[src/rtl/core/pdsc_pkg.sv]
// Shared types and constants for the packet deframer with sum check.
`default_nettype none
package pdsc_pkg;

  localparam int unsigned BYTE_W   = 8;
  localparam int unsigned SUM_W    = 16;
  localparam int unsigned CFG_IDX_W = 1;
  localparam int unsigned CFG_DATA_W = 8;

  // Configuration register indexes
  localparam logic [CFG_IDX_W-1:0] CFG_EXP_SRC = 1'b0;
  localparam logic [CFG_IDX_W-1:0] CFG_EXP_DST = 1'b1;

  // Result kinds
  localparam logic KIND_DATA      = 1'b0;
  localparam logic KIND_FRAME_END = 1'b1;

  typedef enum logic [3:0] {
    PH_IDLE = 4'd0,
    PH_HDR2 = 4'd1,
    PH_SRC  = 4'd2,
    PH_DST  = 4'd3,
    PH_CTRL = 4'd4,
    PH_FUNC = 4'd5,
    PH_LEN  = 4'd6,
    PH_DATA = 4'd7,
    PH_CKH  = 4'd8,
    PH_CKL  = 4'd9
  } phase_t;

  typedef struct packed {
    logic              out_kind;
    logic [BYTE_W-1:0] data_byte;
    logic [BYTE_W-1:0] source_address;
    logic [BYTE_W-1:0] destination_address;
    logic [BYTE_W-1:0] control_code;
    logic [BYTE_W-1:0] function_code;
    logic [BYTE_W-1:0] payload_length;
    logic              checksum_ok;
    logic              address_match;
  } result_t;

endpackage
`default_nettype wire

[src/rtl/core/packet_deframer_sum_check.sv]
// Top level: byte-serial packet deframer with 16-bit sum check.
//
//   channel | direction | handshake              | payload
//   --------+-----------+------------------------+------------------------------------
//   in      | input     | in_valid / in_ready    | rx_byte, frame_start
//   out     | output    | out_valid / out_ready  | out_kind, data_byte, header fields,
//           |           |                        | checksum_ok, address_match
//   cfg     | input     | cfg_we (no wait)       | cfg_index, cfg_wdata
//
// One byte is taken per cycle while in_ready is high; parsing and the sum
// update finish in the accept cycle and any result lands on the next edge in
// the output register or, while that is held, in the skid register, which keeps
// the input open for one more result; in_ready drops only when it is full.
// Synchronous reset clears the parser, the handshake state and the config.
`default_nettype none
module packet_deframer_sum_check import pdsc_pkg::*; (
  input  wire logic                  clk,
  input  wire logic                  rst,
  input  wire logic                  in_valid,
  output logic                       in_ready,
  input  wire logic [BYTE_W-1:0]     rx_byte,
  input  wire logic                  frame_start,
  output logic                       out_valid,
  input  wire logic                  out_ready,
  output logic                       out_kind,
  output logic [BYTE_W-1:0]          data_byte,
  output logic [BYTE_W-1:0]          source_address,
  output logic [BYTE_W-1:0]          destination_address,
  output logic [BYTE_W-1:0]          control_code,
  output logic [BYTE_W-1:0]          function_code,
  output logic [BYTE_W-1:0]          payload_length,
  output logic                       checksum_ok,
  output logic                       address_match,
  input  wire logic                  cfg_we,
  input  wire logic [CFG_IDX_W-1:0]  cfg_index,
  input  wire logic [CFG_DATA_W-1:0] cfg_wdata
);

  logic [BYTE_W-1:0] exp_src;
  logic [BYTE_W-1:0] exp_dst;

  phase_t            phase, phase_next;
  logic [BYTE_W-1:0] data_remaining, data_remaining_next;
  logic [SUM_W-1:0]  running_sum, running_sum_next;
  logic [BYTE_W-1:0] held_source, held_source_next;
  logic [BYTE_W-1:0] held_destination, held_destination_next;
  logic [BYTE_W-1:0] held_control, held_control_next;
  logic [BYTE_W-1:0] held_function, held_function_next;
  logic [BYTE_W-1:0] held_length, held_length_next;
  logic [BYTE_W-1:0] ck_high, ck_high_next;

  logic              accept;
  logic              res_valid;
  result_t           res;
  result_t           out_reg;
  result_t           skid_reg;
  logic              skid_valid;
  logic              pop;
  logic [SUM_W-1:0]  sum_plus;

  assign accept   = in_valid && in_ready;
  assign in_ready = !skid_valid;
  assign pop      = out_valid && out_ready;
  assign sum_plus = running_sum + {{(SUM_W-BYTE_W){1'b0}}, rx_byte};

  // config writes
  always_ff @(posedge clk) begin
    if (rst) begin
      exp_src <= '0;
      exp_dst <= '0;
    end else if (cfg_we) begin
      case (cfg_index)
        CFG_EXP_SRC: exp_src <= cfg_wdata;
        CFG_EXP_DST: exp_dst <= cfg_wdata;
        default: ;
      endcase
    end
  end

  // parser next state and result
  always_comb begin
    phase_next            = phase;
    data_remaining_next   = data_remaining;
    running_sum_next      = running_sum;
    held_source_next      = held_source;
    held_destination_next = held_destination;
    held_control_next     = held_control;
    held_function_next    = held_function;
    held_length_next      = held_length;
    ck_high_next          = ck_high;
    res_valid             = 1'b0;
    res                   = '0;

    if (accept) begin
      if (frame_start) begin
        running_sum_next    = {{(SUM_W-BYTE_W){1'b0}}, rx_byte};
        data_remaining_next = '0;
        phase_next          = PH_HDR2;
      end else begin
        case (phase)
          PH_IDLE: ;
          PH_HDR2: begin
            running_sum_next = sum_plus;
            phase_next       = PH_SRC;
          end
          PH_SRC: begin
            running_sum_next = sum_plus;
            held_source_next = rx_byte;
            phase_next       = PH_DST;
          end
          PH_DST: begin
            running_sum_next      = sum_plus;
            held_destination_next = rx_byte;
            phase_next            = PH_CTRL;
          end
          PH_CTRL: begin
            running_sum_next  = sum_plus;
            held_control_next = rx_byte;
            phase_next        = PH_FUNC;
          end
          PH_FUNC: begin
            running_sum_next   = sum_plus;
            held_function_next = rx_byte;
            phase_next         = PH_LEN;
          end
          PH_LEN: begin
            running_sum_next    = sum_plus;
            held_length_next    = rx_byte;
            data_remaining_next = rx_byte;
            phase_next          = (rx_byte == '0) ? PH_CKH : PH_DATA;
          end
          PH_DATA: begin
            running_sum_next    = sum_plus;
            data_remaining_next = data_remaining - 1'b1;
            // last byte when the count was one (zero wraps to 255 more)
            if (data_remaining_next == '0) phase_next = PH_CKH;
            res_valid           = 1'b1;
            res.out_kind        = KIND_DATA;
            res.data_byte       = rx_byte;
          end
          PH_CKH: begin
            ck_high_next = rx_byte;
            phase_next   = PH_CKL;
          end
          PH_CKL: begin
            res_valid               = 1'b1;
            res.out_kind            = KIND_FRAME_END;
            res.source_address      = held_source;
            res.destination_address = held_destination;
            res.control_code        = held_control;
            res.function_code       = held_function;
            res.payload_length      = held_length;
            res.checksum_ok         = ({ck_high, rx_byte} == running_sum);
            res.address_match       = (held_source == exp_src) &&
                                      (held_destination == exp_dst);
            phase_next              = PH_IDLE;
          end
          default: phase_next = PH_IDLE;
        endcase
      end
    end
  end

  always_ff @(posedge clk) begin
    if (rst) begin
      phase            <= PH_IDLE;
      data_remaining   <= '0;
      running_sum      <= '0;
      held_source      <= '0;
      held_destination <= '0;
      held_control     <= '0;
      held_function    <= '0;
      held_length      <= '0;
      ck_high          <= '0;
    end else begin
      phase            <= phase_next;
      data_remaining   <= data_remaining_next;
      running_sum      <= running_sum_next;
      held_source      <= held_source_next;
      held_destination <= held_destination_next;
      held_control     <= held_control_next;
      held_function    <= held_function_next;
      held_length      <= held_length_next;
      ck_high          <= ck_high_next;
    end
  end

  // output register with one skid entry behind it
  always_ff @(posedge clk) begin
    if (rst) begin
      out_valid  <= 1'b0;
      skid_valid <= 1'b0;
    end else if (skid_valid) begin
      if (pop) skid_valid <= 1'b0;
    end else if (!out_valid || pop) begin
      out_valid <= res_valid;
    end else if (res_valid) begin
      skid_valid <= 1'b1;
    end
  end

  always_ff @(posedge clk) begin
    if (skid_valid) begin
      if (pop) out_reg <= skid_reg;
    end else if (!out_valid || pop) begin
      out_reg <= res;
    end else if (res_valid) begin
      skid_reg <= res;
    end
  end

  assign out_kind            = out_reg.out_kind;
  assign data_byte           = out_reg.data_byte;
  assign source_address      = out_reg.source_address;
  assign destination_address = out_reg.destination_address;
  assign control_code        = out_reg.control_code;
  assign function_code       = out_reg.function_code;
  assign payload_length      = out_reg.payload_length;
  assign checksum_ok         = out_reg.checksum_ok;
  assign address_match       = out_reg.address_match;

endmodule
`default_nettype wire
[config.mk]
export PLATFORM = sky130hd
export DESIGN_NAME = packet_deframer_sum_check
export DESIGN_NICKNAME = d
export VERILOG_FILES = /design/src/rtl/core/pdsc_pkg.sv /design/src/rtl/core/packet_deframer_sum_check.sv
export SDC_FILE = /design/constraint.sdc
export NUM_CORES = 1
export LEC_CHECK = 0
export BUFFER_PORTS_ARGS = -buffer_cell sky130_fd_sc_hd__buf_4
export CAP_MARGIN = 20
export CELL_PAD_IN_SITES_DETAIL_PLACEMENT = 1
export CELL_PAD_IN_SITES_GLOBAL_PLACEMENT = 1
export CORE_MARGIN = 8
export CORE_UTILIZATION = 50
export CTS_BUF_LIST = sky130_fd_sc_hd__clkbuf_16
export CTS_CLUSTER_DIAMETER = 50
export CTS_CLUSTER_SIZE = 28
export DETAILED_ROUTE_END_ITERATION = 16
export PLACE_DENSITY_LB_ADDON = 0.1
export SLEW_MARGIN = 20
export SYNTH_ARGS = -nofsm -noshare
export SYNTH_HDL_FRONTEND = slang
export SYNTH_SLANG_ARGS = --single-unit
[constraint.sdc]
create_clock -name clk -period 14.07 [get_ports clk]
set_input_delay 1.407 -clock clk [delete_from_list [all_inputs] [get_ports clk]]
set_output_delay 1.407 -clock clk [all_outputs]
set_load 0.05 [all_outputs]
Word level (Yosys, flattened, before mapping)
Cells that the tools add are included.
{"block": "op_classes", "n_reduce_logical": 28, "n_div": 0, "n_addsub": 2, "n_shift": 0, "bitwise_logic": 4, "multipliers": 0, "n_eq_ne": 15, "order_cmp": 0, "mux": 23}
{"operator": "51-bit 2-to-1 mux", "count": 5}
{"operator": "42-bit 2-to-1 mux", "count": 1}
{"operator": "4-bit one-hot mux with 9 select lines", "count": 1}
{"operator": "16-bit 2-to-1 mux", "count": 2}
{"operator": "3-bit AND reduction", "count": 8}
{"operator": "16-bit by 8-bit adder with 16-bit output", "count": 1}
{"operator": "16-bit equality test", "count": 1}
{"operator": "4-bit by 3-bit equality test with 1-bit output (second input constant)", "count": 4}
{"operator": "8-bit equality test", "count": 2}
{"operator": "8-bit zero test", "count": 2}
{"operator": "8-bit 2-to-1 mux", "count": 2}
{"operator": "8-bit one-hot mux with 2 select lines", "count": 1}
{"operator": "4-bit 2-to-1 mux", "count": 3}
{"operator": "2-bit AND reduction", "count": 6}
{"operator": "4-bit by 2-bit equality test with 1-bit output (second input constant)", "count": 2}
{"operator": "4-bit equality test (second input constant)", "count": 2}
{"operator": "1-bit 2-to-1 mux", "count": 8}
{"operator": "8-bit by 1-bit subtractor with 8-bit output (second input constant)", "count": 1}
{"operator": "7-bit OR reduction", "count": 1}
{"operator": "4-bit by 1-bit equality test with 1-bit output (second input constant)", "count": 1}
{"operator": "4-bit zero test", "count": 1}
{"operator": "1-bit NOT", "count": 4}
{"operator": "2-bit nonzero test", "count": 2}
{"operator": "1-bit logical AND", "count": 3}
{"operator": "7 further kinds", "count": 8}
{"block": "word_totals", "latchBits": 0, "mem_bits_ro": 0, "ff_bits": 196, "mem_bits_rw": 0, "memories": 0, "output_inout_bits": 53}

Logic depth before layout (Yosys ltp)
{"block": "logic_depth", "depth_word": 8, "mapped_depth": 9}

Least setup slack after synthesis
Ideal clock, no wire load.
{"block": "synth_timing", "path_kind": "input port to flip-flop", "from": "input in_valid", "to": "register skid_reg[0] in the netlist's numbering, enable pin", "stages": 8, "setup_slack_ns": 7.411, "required_time_ns": 13.536, "t_arrival_ns": 6.125, "path_cell_list": "nand2b_1 clkbuf_1 nor2_1 nand4_1 inv_1 clkbuf_1 a21oi_1 nor3b_1"}
{"block": "synth_between", "elab_chain_cells": 3}
{"item": "from (decl)", "line_no": "packet_deframer_sum_check.sv:19", "text": "input wire logic in_valid,"}
{"item": "1-bit logical AND", "line_no": "packet_deframer_sum_check.sv:61", "text": "assign accept = in_valid && in_ready;"}
{"item": "1-bit 2-to-1 mux", "line_no": "packet_deframer_sum_check.sv:94", "text": "if (accept) begin"}
{"item": "3-bit AND reduction (no source line)"}
{"item": "to (signal assigned)", "line_no": "packet_deframer_sum_check.sv:208", "text": "skid_reg <= res;"}
{"item": "to (decl)", "line_no": "packet_deframer_sum_check.sv:56", "text": "result_t skid_reg;"}
Every way passes these cells.
A chain may end at the register's enable or synchronous reset.

Worst setup path in the final report
{"block": "layout_timing", "from": "input in_valid", "to": "register skid_reg[1] in the netlist's numbering, enable pin"}
The elaborated chain is that of the path after synthesis.

==> impl_metrics.toml <==
[run_status]
status = "completed"

[layout]
largest_reg_flops = 51
final_common_cell = "edfxtp_1"
mostFrequentLayoutCells = "edfxtp_1 (102), dfxtp_1 (93), nor2_1 (84)"
drive_above_1_share = 0.138
diodes = 0
finalNetCount = 859
area_delta_synth_final_pct = 15.1

[timing]
setup_viol = 0
period_needed_ns = 4.11
fin_skew_ns = 0.00933
hold_viol_final = 0
tns_ns = 0
maxSlewHeadroom = 0.320
fmax_mhz = 244
rsz0062_at_grt = "no"
hold_ws_ns = 0.469
fin_crit_sh = 0.292
worstMarginPinSlew_ns = 1.02
slew_viol_final = 0

[synthesis]
postSynthCellCount = 774
muxShareOfSynthArea = 0.0602
synth_edf_count = 102
ys_seq_area_frac = 0.583
netlist_area_um2 = 8480
synth_xor_area_frac = 0.0320
yosysWarnings = 0
syn_avg_cell_area_um2 = 11.0
syn_nets = 808
synth_compound_area_frac = 0.126
synth_top_family_by_area = "simple AND/OR/NAND/NOR gates"
synthSimpleGateAreaFrac = 0.154
synthDistinctLibCells = 51
synth_fa_ha_area_frac = 0.0171
synth_seq_cells = 196
ys.flop_type = "edfxtp_1"
synthArstFlopShare = 0

[clocking]
cts_resized = 0
clock_sinks = 196
cts_max_level = 4
cts_buffers = 17
ctsHoldBuffers = 0
clock_latency_ns = 0.43
cts_buffer_depth = 2
clkTransAtPathRegs_ns = 0.07
cts_root_buf = "clkbuf_16"
cts_tree = "built"
postCtsSetupRepairBufs = 0

[worst_setup_path]
end_kind = "flip-flop"
cp.required_ns = 14.15
arrival_ns = 4.19
path_max_fanout = 42
crit_type = "input pin to flip-flop"
critPathLaunchType = "input pin"

[route]
routedWlPerCell_um = 19.7
num_vias = 5992
dr.pass1.iters = 4
routed_wl_um = 20900
ant_nets = 0
route.detailed.drc = 0
viasPerCell = 5.66
first_iter_violations = 353

[power_and_ir_drop]
irDropWorstVdd_mv = 0.0859
p_per_area_nw_per_um2 = 116
p_leak_uw = 0.00447

[worst_hold_path]
hold_path.class = "flip-flop to flip-flop"

[job]
maxCapViolCount = 0

[die]
dieArea_um2 = 21400
die_h_um = 146
io_pins = 76
rows = 47
core_um2 = 16600
die_w_um = 146
initial_core_util = 0.511

[global_route]
grt_first_pass_wirelength_um = 34300
antenna_found_initial = 0
first_global_vias = 6421
track_usage = 0.199
grt_start_max_net_pins = 89
grt.overflow.total = 0

[place]
gp_congestion = 0.789
dp_hpwl_um = 14500
port-buffer-count = 75
area by class of cell:
cell class / instances / area, um2
multi-input cells: 517 / 3310
clock inverters: 15 / 153
repair buffers: 80 / 601
clock buffers: 17 / 425
inverters: 13 / 48.8
well taps: 220 / 275
flip-flops and latches: 196 / 4950
fillers: 1782 / 6820
where the power goes:
part	internal (uW)	switching, uW
combinational	20.4	35.0
sequential	599	3.92
clock	263	213
Yosys cell counts (all sizes together) (10+ instances only):
cell    count  area (um2)
xor2       21         184
o21ai      30         150
nor2       84         315
xnor2      10        87.6
nand3      17        85.1
dfxtp      94        1880
clkbuf     42         158
and2       42         263
edfxtp    102        3060
nand2      50         188
a21o       57         428
ha         10         125
a21oi      44         220
inv        13        48.8
mux2i      51         510
metrics by stage:
stage          instances  total power, uW  utilization  cell area (um2)  setup WS, ns
2_1_floorplan        774              653            -             8480          7.41
3_3_place_gp        1026              669        0.554             9180          9.75
3_5_place_dp        1026              671        0.554             9180          9.52
4_1_cts             1058             1140        0.589             9760          9.97
5_1_grt             1058             1170        0.589             9760          9.63
6_report            1058             1130        0.589             9760          9.96
kinds of logic after synthesis:
family	count (synthesis)
xor gates and xnor gates	31
DFF	196
AOI/OAI and AO/OA	165
muxes	51
and+or+nand+nor	259
adders and majority gates	11
buffers and inverters	61
worst max-delay path: stages:
cell,delay [ns]
buf_4,0.11
nand2b_1,0.19
nor2_1,0.52
nand4_1,0.27
inv_1,0.81
a21oi_1,0.20
nor3b_2,0.24
buf_4,0.42
layer usage:
layer / vias to the layer above / global-route usage / wire length [um]
met5: - / 0 / 0
met4: 0 / 0.0541 / 213
met3: 10 / 0.0420 / 922
met2: 112 / 0.337 / 10400
met1: 3000 / 0.254 / 9350
li1: 2870 / - / -
final timing paths:
path,slack (ns),depth (start not counted),from,to
min,0.47,2,exp_dst[1],exp_dst[1]
max reg2reg,10.65,7,skid_valid,skid_reg[1]
min reg2reg,0.47,2,exp_dst[1],exp_dst[1]
max,9.96,8,in_valid,skid_reg[1]
No activity file was read; power rests on OpenSTA's default activity.
